File: config.mk
export PLATFORM = sky130hd
export DESIGN_NAME = xae_front
export DESIGN_NICKNAME = d
export VERILOG_FILES = /design/src/rtl/xae_pkg.sv /design/src/rtl/xae_front.sv
export SDC_FILE = /design/constraint.sdc
export NUM_CORES = 1
export LEC_CHECK = 0
export BUFFER_PORTS_ARGS = -buffer_cell sky130_fd_sc_hd__buf_2
export CORE_AREA = 10 10 47 49
export DETAILED_ROUTE_END_ITERATION = 6
export DIE_AREA = 0 0 57 59
export MAX_ROUTING_LAYER = met4
export PLACE_DENSITY = 0.7
export SYNTH_ARGS = -nofsm -noshare
export SYNTH_HDL_FRONTEND = slang
export SYNTH_SLANG_ARGS = --single-unit
File: constraint.sdc
create_clock -name clk -period 1.1 [get_ports clk]
set_input_delay 0.055 -clock clk [delete_from_list [all_inputs] [get_ports clk]]
set_output_delay 0.055 -clock clk [all_outputs]
set_load 0.05 [all_outputs]
File: src/rtl/xae_pkg.sv
// Shared types, character codes and entity tables for the XML attribute escaper.
package xae_pkg;

    localparam int CP_W        = 21;
    localparam int CH_W        = 7;
    localparam int QUEUE_DEPTH = 4;

    // x / 10 == (x * DIV10_MUL) >> DIV10_SHIFT holds for every x below 2**22.
    localparam int DIV10_MUL_W = 20;
    localparam logic [DIV10_MUL_W-1:0] DIV10_MUL = 20'd838861;
    localparam int DIV10_SHIFT = 23;
    localparam int PROD_W      = CP_W + DIV10_MUL_W;
    localparam int QUOT_W      = PROD_W - DIV10_SHIFT;

    // A 21-bit value has at most seven decimal digits.
    localparam int MAX_DIGITS  = 7;
    localparam int DIGIT_IDX_W = 3;

    localparam logic [CH_W-1:0] CH_QUOT  = 7'h22;
    localparam logic [CH_W-1:0] CH_HASH  = 7'h23;
    localparam logic [CH_W-1:0] CH_AMP   = 7'h26;
    localparam logic [CH_W-1:0] CH_APOS  = 7'h27;
    localparam logic [CH_W-1:0] CH_ZERO  = 7'h30;
    localparam logic [CH_W-1:0] CH_SEMI  = 7'h3B;
    localparam logic [CH_W-1:0] CH_LT    = 7'h3C;
    localparam logic [CP_W-1:0] PRINT_LO = 21'd32;
    localparam logic [CP_W-1:0] PRINT_HI = 21'd126;

    localparam logic [3:0][7:0] TXT_LT   = "&lt;";
    localparam logic [4:0][7:0] TXT_AMP  = "&amp;";
    localparam logic [5:0][7:0] TXT_QUOT = "&quot;";
    localparam logic [5:0][7:0] TXT_APOS = "&apos;";

    typedef enum logic [2:0] {
        K_PLAIN,
        K_LT,
        K_AMP,
        K_QUOT,
        K_APOS,
        K_NUM
    } kind_t;

    typedef struct packed {
        kind_t            kind;
        logic [CP_W-1:0]  cp;
    } qentry_t;

    typedef struct packed {
        logic    valid;
        qentry_t entry;
    } qhead_t;

    // Index of the final byte of a named entity.
    function automatic logic [2:0] ent_last_idx(input kind_t kind);
        logic [2:0] n;
        case (kind)
            K_LT:    n = 3'd3;
            K_AMP:   n = 3'd4;
            K_QUOT:  n = 3'd5;
            K_APOS:  n = 3'd5;
            default: n = 3'd0;
        endcase
        return n;
    endfunction

    function automatic logic [CH_W-1:0] ent_char(input kind_t kind, input logic [2:0] idx);
        logic [7:0] b;
        case (kind)
            K_LT:    b = TXT_LT[2'(3'd3 - idx)];
            K_AMP:   b = TXT_AMP[3'(3'd4 - idx)];
            K_QUOT:  b = TXT_QUOT[3'(3'd5 - idx)];
            K_APOS:  b = TXT_APOS[3'(3'd5 - idx)];
            default: b = 8'h00;
        endcase
        return b[CH_W-1:0];
    endfunction

endpackage

File: src/rtl/xae_front.sv
// Front end: delimiter register and classification of incoming code points.
module xae_front (
    input  logic                      clk,
    input  logic                      rst_n,
    input  logic                      cfg_wr_en,
    input  logic                      cfg_wr_data,
    input  logic [xae_pkg::CP_W-1:0]  code_point,
    output xae_pkg::qentry_t          entry
);

    logic quote_mode_reg;
    logic quote_mode_next;

    always_comb
    begin
        quote_mode_next = cfg_wr_en ? cfg_wr_data : quote_mode_reg;
    end

    always_ff @(posedge clk or negedge rst_n)
    begin
        if (!rst_n)
        begin
            quote_mode_reg <= 1'b0;
        end
        else
        begin
            quote_mode_reg <= quote_mode_next;
        end
    end

    always_comb
    begin
        entry.cp = code_point;
        if (code_point == xae_pkg::CP_W'(xae_pkg::CH_LT))
        begin
            entry.kind = xae_pkg::K_LT;
        end
        else if (code_point == xae_pkg::CP_W'(xae_pkg::CH_AMP))
        begin
            entry.kind = xae_pkg::K_AMP;
        end
        else if (code_point == xae_pkg::CP_W'(xae_pkg::CH_QUOT) && !quote_mode_reg)
        begin
            entry.kind = xae_pkg::K_QUOT;
        end
        else if (code_point == xae_pkg::CP_W'(xae_pkg::CH_APOS) && quote_mode_reg)
        begin
            entry.kind = xae_pkg::K_APOS;
        end
        else if (code_point inside {[xae_pkg::PRINT_LO:xae_pkg::PRINT_HI]})
        begin
            entry.kind = xae_pkg::K_PLAIN;
        end
        else
        begin
            entry.kind = xae_pkg::K_NUM;
        end
    end

endmodule

==> impl_metrics.ini <==
[status]
status = complete, but fails checks
violations = negative setup slack

[timing]
relSlewSlack_pct = 82.9
final_hold_viol_count = 0
setup_viol = 3
worst-slew-pin-transition_ns = 0.258
final_max_slew_viol_count = 0
fin_hold_ws_ns = 0.291
fin_crit_ns = 1.16
max_freq_ghz = 0.861
rsz0062_at_grt = true
finalCritPeriodShare_pct = 106
fin_ws_ns = -0.0611
fin_skew_ns = 0

[worst_setup_path]
path_class = in2out
reg2reg_slack_ns = 0.33
rr_startpoint = quote_mode_reg
arrival_ns = 1.11
reg2reg_depth = 1
worst-path-max-fanout = 3
cp-end-kind = output pin
crit_start = code_point[4]
startpoint_type = input pin
worstPathRequired_ns = 1.04
r2r-end = quote_mode_reg
cp-endpoint = entry[21]

[placed_design]
dp.cells = 92
dp_hpwl_mm = 1.22
port_buffers = 48
placed_area_um2 = 528
place.gp.congestion = 0.716

[global_routing]
grt_pass1_wl_mm = 2.10
grt_max_degree = 6
grt.overflow.total = 0
antenna_found_initial = 0
grt_pass1_vias = 479
track_usage_pct = 7.24

[finish]
regArea_um2 = 25.0
area_delta_synth_final_pct = 79.0
fillers = 157
final_common_cell = buf_2
postLayoutCellArea_um2 = 609
finish.utilization_pct = 43.5
drive_above_1_share_pct = 83.3
layoutNonFillerInstCount = 94
most-common-layout-cells = buf_2, buf_4, buf_6, nand3_1
multi_input_area_um2 = 199
largest_reg_flops = 1
nets = 105
n_antenna_cell = 0

[synth]
syn-instance-count = 41
synth_area_leaders = buf_4, nand4bb_4, dfrtp_1, nand3_1, nor4b_2
yosys_warnings = 0
ys_seq_area_share_pct = 7.35
synth.top_cell.area_share_pct = 46.3
netlist-cell-type-count = 18
synth_nets = 66
ys_ff_latch = 1
syn_area_per_cell_um2 = 8.30
synth_top_cell_by_area = buf_4
syn_area_um2 = 340

[floorplanning]
fp-row-count = 14
initial_utilization_pct = 24.3
die_h_um = 59
die_w_um = 57
core-area_mm2 = 0.00140
io_pins = 49
dieArea_mm2 = 0.00336

[detailed_routing]
dr_total_vias = 428
wl_mm = 1.32
first_iter_violations = 1
dr.pass1.iters = 2
drc = 0
wire_per_inst_um = 14.0
antenna_left = 0
vias_per_cell = 4.55

[power_and_ir_drop]
power.leakage_uw = 0.000305
peakVddDrop_uv = 254
power_per_cell_area_mw_per_mm2 = 587

[cts]
worstSkewPairLatency_ns = 0
clkTransAtPathRegs_ns = 0

[worst_hold_path]
hold_class = in2reg

[job]
maxCapViolCount = 0
[critical path, stage by stage]
cell	delay (ns)
buf_6	0.09
nand4bb_4	0.22
o32a_1	0.35
o211ai_1	0.16
buf_4	0.22
[cells in the mapped netlist]
| cell | number |
|---|---|
| nor4_1 | 2 |
| nor2b_1 | 1 |
| or4_1 | 1 |
| nor2_1 | 1 |
| o211ai_1 | 1 |
| or3_1 | 1 |
| dfrtp_1 | 1 |
| o32a_1 | 1 |
| o221a_2 | 1 |
| nand4_1 | 1 |
| buf_4 | 21 |
| inv_1 | 1 |
| nor3_1 | 1 |
| nand3_1 | 3 |
| mux2_2 | 1 |
| and4_1 | 1 |
| nand4bb_4 | 1 |
| nor4b_2 | 1 |
[metal layers]
metal  global-route usage (%)  share of wire, %
met5                        -                 0
met4                        0                 0
met3                     4.29                21
met2                     12.1                41
met1                     7.71                38
[power by group]
group          leakage (uW)  switching, uW  internal (uW)
sequential        0.0000117           3.42           41.2
combinational      0.000294            209            104
clock                     0              0              0
total              0.000305            212            145
[final cells by class]
class	instances	share of cell area, %
Inverter	1	0.616
Timing Repair Buffer	58	59.3
Sequential cell	1	4.11
Tap cell	16	3.29
Multi-Input combinational cell	18	32.6
[how the worst min path moves through the flow]
stage | start | depth (start not counted) | slack, ns | to
after floorplan | rst_n | 0 | -0.24 | quote_mode_reg
after global placement | rst_n | 1 | -0.17 | quote_mode_reg
after detailed placement | rst_n | 1 | -0.17 | quote_mode_reg
after CTS | cfg_wr_data | 2 | 0.29 | quote_mode_reg
after global routing | cfg_wr_data | 2 | 0.30 | quote_mode_reg
final | cfg_wr_data | 2 | 0.29 | quote_mode_reg
[what timing repair did]
| item | CTS | global route |
|---|---|---|
| cloned | 0 | 0 |
| gates resized for setup | 13 | 0 |
| buffers inserted | 1 | 0 |
| pin swaps | 7 | 2 |
| hold buffers | 1 | 0 |
| hold endpoints to repair | 1 | 0 |
| setup endpoints to repair | 3 | 3 |
[metrics by stage]
stage | setup TNS (ns) | setup WS (ns) | power, uW
after detailed placement | -0.471 | -0.202 | 340
after global routing | -0.293 | -0.125 | 376
after global placement | -0.455 | -0.184 | 337
after CTS | -0.176 | -0.0879 | 360
final | -0.121 | -0.0611 | 358
after floorplan | -0.587 | -0.439 | 277
[cells by family (layout without fill, tap and decap cells)]
family,after synthesis,in the layout,synth area share (%)
buffers and inverters,22,59,47.4
and+or+nand+nor,14,14,33.5
AOI/OAI and AO/OA,3,3,8.46
muxes,1,1,3.31
DFF,1,1,7.35
Note: power is estimated with default switching activity, not from simulation.
