[src/rtl/xae_pkg.sv]
// Shared types, character codes and entity tables for the XML attribute escaper.
package xae_pkg;

    localparam int CP_W        = 21;
    localparam int CH_W        = 7;
    localparam int QUEUE_DEPTH = 4;

    // x / 10 == (x * DIV10_MUL) >> DIV10_SHIFT holds for every x below 2**22.
    localparam int DIV10_MUL_W = 20;
    localparam logic [DIV10_MUL_W-1:0] DIV10_MUL = 20'd838861;
    localparam int DIV10_SHIFT = 23;
    localparam int PROD_W      = CP_W + DIV10_MUL_W;
    localparam int QUOT_W      = PROD_W - DIV10_SHIFT;

    // A 21-bit value has at most seven decimal digits.
    localparam int MAX_DIGITS  = 7;
    localparam int DIGIT_IDX_W = 3;

    localparam logic [CH_W-1:0] CH_QUOT  = 7'h22;
    localparam logic [CH_W-1:0] CH_HASH  = 7'h23;
    localparam logic [CH_W-1:0] CH_AMP   = 7'h26;
    localparam logic [CH_W-1:0] CH_APOS  = 7'h27;
    localparam logic [CH_W-1:0] CH_ZERO  = 7'h30;
    localparam logic [CH_W-1:0] CH_SEMI  = 7'h3B;
    localparam logic [CH_W-1:0] CH_LT    = 7'h3C;
    localparam logic [CP_W-1:0] PRINT_LO = 21'd32;
    localparam logic [CP_W-1:0] PRINT_HI = 21'd126;

    localparam logic [3:0][7:0] TXT_LT   = "&lt;";
    localparam logic [4:0][7:0] TXT_AMP  = "&amp;";
    localparam logic [5:0][7:0] TXT_QUOT = "&quot;";
    localparam logic [5:0][7:0] TXT_APOS = "&apos;";

    typedef enum logic [2:0] {
        K_PLAIN,
        K_LT,
        K_AMP,
        K_QUOT,
        K_APOS,
        K_NUM
    } kind_t;

    typedef struct packed {
        kind_t            kind;
        logic [CP_W-1:0]  cp;
    } qentry_t;

    typedef struct packed {
        logic    valid;
        qentry_t entry;
    } qhead_t;

    // Index of the final byte of a named entity.
    function automatic logic [2:0] ent_last_idx(input kind_t kind);
        logic [2:0] n;
        case (kind)
            K_LT:    n = 3'd3;
            K_AMP:   n = 3'd4;
            K_QUOT:  n = 3'd5;
            K_APOS:  n = 3'd5;
            default: n = 3'd0;
        endcase
        return n;
    endfunction

    function automatic logic [CH_W-1:0] ent_char(input kind_t kind, input logic [2:0] idx);
        logic [7:0] b;
        case (kind)
            K_LT:    b = TXT_LT[2'(3'd3 - idx)];
            K_AMP:   b = TXT_AMP[3'(3'd4 - idx)];
            K_QUOT:  b = TXT_QUOT[3'(3'd5 - idx)];
            K_APOS:  b = TXT_APOS[3'(3'd5 - idx)];
            default: b = 8'h00;
        endcase
        return b[CH_W-1:0];
    endfunction

endpackage

[src/rtl/xae_queue.sv]
// Small request queue between the classifier and the byte sequencer.
module xae_queue #(
    parameter int DEPTH = xae_pkg::QUEUE_DEPTH
) (
    input  logic             clk,
    input  logic             rst_n,
    input  logic             push,
    input  xae_pkg::qentry_t push_entry,
    output logic             full,
    input  logic             pop,
    output xae_pkg::qhead_t  head
);

    localparam int PTR_W = (DEPTH > 1) ? $clog2(DEPTH) : 1;
    localparam int CNT_W = $clog2(DEPTH + 1);

    xae_pkg::qentry_t mem [DEPTH];

    logic [PTR_W-1:0] wr_ptr_reg;
    logic [PTR_W-1:0] wr_ptr_next;
    logic [PTR_W-1:0] rd_ptr_reg;
    logic [PTR_W-1:0] rd_ptr_next;
    logic [CNT_W-1:0] count_reg;
    logic [CNT_W-1:0] count_next;
    logic             do_push;
    logic             do_pop;

    assign full       = (count_reg == CNT_W'(DEPTH));
    assign head.valid = (count_reg != '0);
    assign head.entry = mem[rd_ptr_reg];
    assign do_push    = push && !full;
    assign do_pop     = pop && head.valid;

    always_comb
    begin
        wr_ptr_next = wr_ptr_reg;
        rd_ptr_next = rd_ptr_reg;
        if (do_push)
        begin
            wr_ptr_next = (wr_ptr_reg == PTR_W'(DEPTH - 1)) ? '0 : wr_ptr_reg + 1'b1;
        end
        if (do_pop)
        begin
            rd_ptr_next = (rd_ptr_reg == PTR_W'(DEPTH - 1)) ? '0 : rd_ptr_reg + 1'b1;
        end
        count_next = count_reg + CNT_W'(do_push) - CNT_W'(do_pop);
    end

    always_ff @(posedge clk or negedge rst_n)
    begin
        if (!rst_n)
        begin
            wr_ptr_reg <= '0;
            rd_ptr_reg <= '0;
            count_reg  <= '0;
        end
        else
        begin
            wr_ptr_reg <= wr_ptr_next;
            rd_ptr_reg <= rd_ptr_next;
            count_reg  <= count_next;
        end
    end

    always_ff @(posedge clk)
    begin
        if (do_push)
        begin
            mem[wr_ptr_reg] <= push_entry;
        end
    end

endmodule

[config.mk]
export PLATFORM = sky130hd
export DESIGN_NAME = xae_queue
export DESIGN_NICKNAME = d
export VERILOG_FILES = /design/src/rtl/xae_pkg.sv /design/src/rtl/xae_queue.sv
export SDC_FILE = /design/constraint.sdc
export NUM_CORES = 1
export LEC_CHECK = 0
export ABC_AREA = 1
export ABC_CLOCK_PERIOD_IN_PS = 2970
export BUFFER_PORTS_ARGS = -buffer_cell sky130_fd_sc_hd__buf_2
export CELL_PAD_IN_SITES_DETAIL_PLACEMENT = 1
export CELL_PAD_IN_SITES_GLOBAL_PLACEMENT = 1
export CORE_UTILIZATION = 45
export CTS_BUF_LIST = sky130_fd_sc_hd__clkbuf_8
export DETAILED_ROUTE_END_ITERATION = 12
export MAX_ROUTING_LAYER = met4
export PLACE_DENSITY_LB_ADDON = 0.1
export SYNTH_ARGS = -nofsm -noshare
export SYNTH_HDL_FRONTEND = slang
export SYNTH_SLANG_ARGS = --single-unit
[constraint.sdc]
create_clock -name clk -period 2.97 [get_ports clk]
set_input_delay 0.1485 -clock clk [delete_from_list [all_inputs] [get_ports clk]]
set_output_delay 0.1485 -clock clk [all_outputs]
set_load 0.02 [all_outputs]
==> results of run 1 <==
-- cell type report --
cell class	instances	area (um^2)
Clock buffer	9	124
Clock inverter	7	88.8
Fill cell	1004	4210
Inverter	63	236
Multi-Input combinational cell	157	978
Sequential cell	103	3060
Tap cell	129	161
Timing Repair Buffer	73	470
-- through the flow --
step | hold WS, ps | std cells | worst slack, ps
2_1_floorplan | -147 | 339 | 818
3_3_place_gp | -6.20 | 508 | 776
3_5_place_dp | -0.123 | 508 | 698
4_1_cts | 0.299 | 540 | 674
5_1_grt | 0.758 | 541 | 452
6_report | 15.7 | 541 | 670
-- critical path: stages (launching register included) --
cell and delay (ps):
sky130_fd_sc_hd__dfrtp_1 440, sky130_fd_sc_hd__nor2_1 170, sky130_fd_sc_hd__nand2_1 130, sky130_fd_sc_hd__nand2_1 380
sky130_fd_sc_hd__ha_1 310, sky130_fd_sc_hd__inv_1 60, sky130_fd_sc_hd__ha_1 140, sky130_fd_sc_hd__inv_1 50
sky130_fd_sc_hd__fa_1 380, sky130_fd_sc_hd__nand3_1 100, sky130_fd_sc_hd__nand2_1 60
-- layer usage --
layer	vias to the layer above	track usage	share of wire
li1	1285	-	-
met1	1279	0.228	0.44
met2	51	0.302	0.51
met3	14	0.0292	0.028
met4	0	0.0814	0.020
met5	-	-	0
-- final timing paths --
kind	endpoint	start	depth (start not counted)	slack, ps
max in group asynchronous	rd_ptr_reg[0]	rst_n	2	2640
hold / removal	mem[1][11]	push_entry[11]	1	20
setup / recovery	count_reg[2]	count_reg[1]	10	670
min in group asynchronous	wr_ptr_reg[0]	rst_n	2	150
hold reg to reg	count_reg[0]	count_reg[0]	1	540
setup reg to reg	count_reg[2]	count_reg[1]	10	670
-- synth_stat cells (all sizes together) --
master / n
buf: 16
dfrtp: 7
edfxtp: 96
fa: 1
ha: 7
inv: 63
nand2: 89
nand3: 5
nor2: 7
o211ai: 48
-- cells by family (layout without fill, tap and decap cells) --
logic type	after synthesis	in the layout
flops	103	103
simple gates	101	101
buf+inv	79	152
compound gates	48	48
fa+ha+maj	8	8
-- where the power goes --
group / leakage (nW) / internal, mW / switching (mW)
clock: 0.110 / 0.470 / 0.471
combinational: 1.05 / 0.624 / 1.22
sequential: 0.963 / 1.92 / 0.233
==> reports/results.ini, run 1 <==
[outcome]
run_status = finished, final reports clean

[clock_tree]
cts.path.max_buffers = 2
cts.htree.levels = 3
clock-sinks = 103
tritoncts = done
post_cts.repair.setup_buffers = 0
post_cts_resize_count = 0
worst_skew_pair.late_latency_ps = 350
cts.clk_slew.worst_paths_ps = 100
hold_buffers = 16
cts_inserted_buffers = 9
ctsRootBufferMaster = sky130_fd_sc_hd__clkbuf_8

[route]
vias_per_cell = 4.86
wl_um = 8270
drc = 0
firstDrtPassIters = 6
detail-route-antenna-nets = 0
detail_route.wl_per_cell_um = 15.3
number_of_drc_markers_in_iteration_0 = 86
detailroute.via_count = 2629

[cells_and_area]
drive_gt1_frac = 0.228
largest_reg_flops = 96
num-nets-final = 443
final_area_mm2 = 0.00512
antenna_cells = 0
area.growth.synth_to_final_pct = 17.4
commonest_cells_after_routing_fill_and_taps_aside = 96 x sky130_fd_sc_hd__edfxtp_1, 89 x sky130_fd_sc_hd__nand2_1, 63 x sky130_fd_sc_hd__inv_1
mostFrequentLayoutCell = sky130_fd_sc_hd__edfxtp_1
postLayoutCoreUtil = 0.549

[timing]
slew_viol_final = 0
period_share = 0.774
max_freq_mhz = 435
unrepaired_setup_endpoints_after_global_routing = false
slew-limit-headroom = 0.457
worst_slew_pin_slew_ps = 812
post-route-min-period_ps = 2300
setup_viol = 0
worst_case_clock_skew_ps = 8.97
report.final.hold_viol_count = 0
total_negative_slack_ps = 0

[synth]
yosys_register_bits = 103
ys_seq_area_frac = 0.701
yosys.area.top_type_share = 0.661
post_synth.cell_area_avg_um2 = 12.9
yosys_warnings = 0
mappedNetlistNets = 375
distinct_cells_synth = 13
post-synth-top-area-cell = sky130_fd_sc_hd__edfxtp_1
synth_compound_gate_area_share = 0.104
post_synth_and_or_nand_nor_area_fraction = 0.0884
synth.area.top_cells = sky130_fd_sc_hd__edfxtp_1 66%, sky130_fd_sc_hd__nand2_1 7.7%, sky130_fd_sc_hd__o211ai_2 5.5%, sky130_fd_sc_hd__inv_1 5.3%, sky130_fd_sc_hd__o211ai_1 5.0%
synth.cell_area_mm2 = 0.00436
synth_xor_xnor_area_share = 0
netlist_instances = 339
synth_adder_area_share = 0.0247
multiplexer_area_fraction_after_synthesis = 0
combinational_family_with_the_most_area_after_synthesis = compound AO/OA/AOI/OAI gates

[min_path]
worst_hold_path_type = input port to register

[worst_setup_path]
path_max_fanout = 7
crit_path_end_kind = register
timing.critical_path.arrival_ps = 2550
type_of_origin_of_the_critical_path = register
crit_type = register to register
worst-endpoint-required_ps = 3220

[placement]
place_area_mm2 = 0.00474
io_buffer_count = 53
gp_routability_congestion = 0.739
detailedPlacementHpwl_um = 5000

[power]
power_per_cell_area_mw_per_mm2 = 963
total_leakage_power_nw = 2.12
finalPower_mw = 4.93
irDropWorstVdd_mv = 0.417

[floorplanning]
die_height_um = 100
die_area_mm2 = 0.0101
initial_core_util = 0.467
placementRows = 35
die_x_um = 100
boundaryPins = 54
core_region_area_mm2 = 0.00933

[grt]
grt_max_degree = 60
grt_usage = 0.185
first_global_vias = 2689
grt.overflow.total = 0
first_pass_grt_wire_length_um = 13500
antenna_found_initial = 0

[run]
drv_cap = 0

(Power assumes the default switching activity.)
==> run 2, diff against run 1 <==
--- a/config.mk
+++ b/config.mk
@@ -6,7 +6,7 @@
 export NUM_CORES = 1
 export LEC_CHECK = 0
 export ABC_AREA = 1
-export ABC_CLOCK_PERIOD_IN_PS = 2970
+export ABC_CLOCK_PERIOD_IN_PS = 2200
 export BUFFER_PORTS_ARGS = -buffer_cell sky130_fd_sc_hd__buf_2
 export CELL_PAD_IN_SITES_DETAIL_PLACEMENT = 1
 export CELL_PAD_IN_SITES_GLOBAL_PLACEMENT = 1
==> constraint.sdc (replaced) <==
create_clock -name clk -period 2.2 [get_ports clk]
set_input_delay 0.11 -clock clk [delete_from_list [all_inputs] [get_ports clk]]
set_output_delay 0.11 -clock clk [all_outputs]
set_load 0.02 [all_outputs]
==> run 2 against run 1 <==
Against the previous run: sequential share of layout area decreased by 1.9 points; core utilization increased by 1.8 points; count of clock-buffer cells in the layout unchanged; worst setup slack got worse by 450 ps; worst hold slack improved by 6.6 ps; non-clock buffer count increased by 17; global-route usage increased by 0.68 points; wire length increased by 3.5%; final cell count increased by 2.8%; sequential power increased by 32%; register-to-register slack got worse by 450 ps; design area increased by 3.3%; critical endpoint unchanged; highest routed layer unchanged.
==> reports/results.ini, run 2 (same netlist as run 1, synthesis figures left out) <==
[outcome]
run_status = finished, final reports clean

[timing]
hold-worst-slack_ps = 22.2
max_freq_mhz = 504
total_negative_slack_ps = 0
post-route-min-period_ps = 1980
worst_slew_pin_slew_ps = 521
unrepaired_setup_endpoints_after_global_routing = false
fin_ws_ps = 217
setup_viol = 0
worst_case_clock_skew_ps = 12.0
period_share = 0.901
slew-limit-headroom = 0.652
slew_viol_final = 0
report.final.hold_viol_count = 0

[worst_setup_path]
worst-endpoint-required_ps = 2450
cpLargestDelayFamily = adder cells
crit_path_top_delay_cell = sky130_fd_sc_hd__dfrtp_1
timing.critical_path.arrival_ps = 2240
critPathBufInv = 3
cp_slowest_stage_delay_ps = 430
timing.critical_path.cells = nor2_1, nand2_1, nand2_1, inv_1, ha_1, inv_1, ha_1, inv_1, fa_1, nand3_1, nand2_1
type_of_origin_of_the_critical_path = register
reg2reg_depth = 11
reg2reg_slack_ps = 220
crit_type = register to register
crit-reg2reg-capture = count_reg[2]
crit_path_end_kind = register
timing.rr.start = count_reg[1]
timing.critical_path.depth = 11
path_max_fanout = 4

[placement]
io_buffer_count = 53
dp_slack_ps = 215
detailedPlacementHpwl_um = 5460
place_area_mm2 = 0.00483
gp_routability_congestion = 0.728
number_of_placed_instances_with_taps_included = 517

[cells_and_area]
fill_cells = 971
ff_latch_area_mm2 = 0.00306
mostFrequentLayoutCell = sky130_fd_sc_hd__edfxtp_1
num-nets-final = 460
multiInputGateArea_um2 = 978
largest_reg_flops = 96
post_layout_cell_count = 556
antenna_cells = 0
area.growth.synth_to_final_pct = 21.3
final_area_mm2 = 0.00529
postLayoutCoreUtil = 0.567
drive_gt1_frac = 0.244
commonest_cells_after_routing_fill_and_taps_aside = 96 x sky130_fd_sc_hd__edfxtp_1, 89 x sky130_fd_sc_hd__nand2_1, 62 x sky130_fd_sc_hd__inv_1

[power]
power_per_cell_area_mw_per_mm2 = 1280
irDropWorstVdd_mv = 0.835
total_leakage_power_nw = 2.19
finalPower_mw = 6.78

[floorplanning]
placementRows = 35
die_height_um = 100
boundaryPins = 54
die_x_um = 100
core_region_area_mm2 = 0.00933
die_area_mm2 = 0.0101
initial_core_util = 0.467

[grt]
grt.overflow.total = 0
grt_max_degree = 46
first_global_vias = 2836
grt_usage = 0.191
antenna_found_initial = 0
first_pass_grt_wire_length_um = 13900

[clock_tree]
ctsRootBufferMaster = sky130_fd_sc_hd__clkbuf_8
cts.clk_slew.worst_paths_ps = 90
clock-sinks = 103
hold_buffers = 25
cts.path.max_buffers = 2
worst_skew_pair.late_latency_ps = 360
post_cts_resize_count = 0
tritoncts = done
cts_inserted_buffers = 9
post_cts.repair.setup_buffers = 0
cts.htree.levels = 3

[route]
detailroute.via_count = 2637
detail-route-antenna-nets = 0
firstDrtPassIters = 4
vias_per_cell = 4.74
drc = 0
detail_route.wl_per_cell_um = 15.4
number_of_drc_markers_in_iteration_0 = 61
wl_um = 8560

[run]
drv_cap = 0

[min_path]
min_path_cells = 3
worst_hold_path_type = input port to register
hold_path_startpoint = push
min_delay_worst_endpoint = wr_ptr_reg[0]

## run 2: worst reg2reg max path: stages (launching register included)
cell and delay (ps):
sky130_fd_sc_hd__dfrtp_1 430, sky130_fd_sc_hd__nor2_1 160, sky130_fd_sc_hd__nand2_1 110, sky130_fd_sc_hd__nand2_1 120
sky130_fd_sc_hd__inv_1 50, sky130_fd_sc_hd__ha_1 260, sky130_fd_sc_hd__inv_1 50, sky130_fd_sc_hd__ha_1 130
sky130_fd_sc_hd__inv_1 50, sky130_fd_sc_hd__fa_1 380, sky130_fd_sc_hd__nand3_1 90, sky130_fd_sc_hd__nand2_1 50
## run 2: how the worst max path moves through the flow
stage / from / endpoint / slack (ps)
after floorplan: count_reg[1] / mem[0][0] / 50
final: count_reg[1] / count_reg[2] / 220
after global routing: count_reg[1] / count_reg[2] / 20
after CTS: count_reg[1] / count_reg[2] / 200
after global placement: count_reg[1] / count_reg[2] / 270
after detailed placement: count_reg[1] / count_reg[2] / 220
## run 2: power breakdown
group	switching, mW	total (mW)	internal (mW)
Combinational	1.73	2.68	0.946
Sequential	0.252	2.84	2.59
Clock	0.623	1.26	0.633
Total	2.61	6.78	4.17
## run 2: cell type report
| cell class | count | share of cell area |
|---|---|---|
| well taps | 129 | 0.0305 |
| inverters | 63 | 0.0447 |
| clock inverters | 5 | 0.0159 |
| multi-input cells | 157 | 0.185 |
| repair buffers | 90 | 0.122 |
| clock buffers | 9 | 0.0234 |
| flip-flops and latches | 103 | 0.579 |
## run 2: per-layer routing
layer  track usage  vias to the layer above  share of wire  wire length (um)
li1              -                     1312              -                 -
met1         0.229                     1272           0.45              3830
met2         0.330                       44           0.51              4370
met3        0.0320                        9          0.029               251
met4        0.0635                        0          0.013               112
met5             -                        -              0                 0
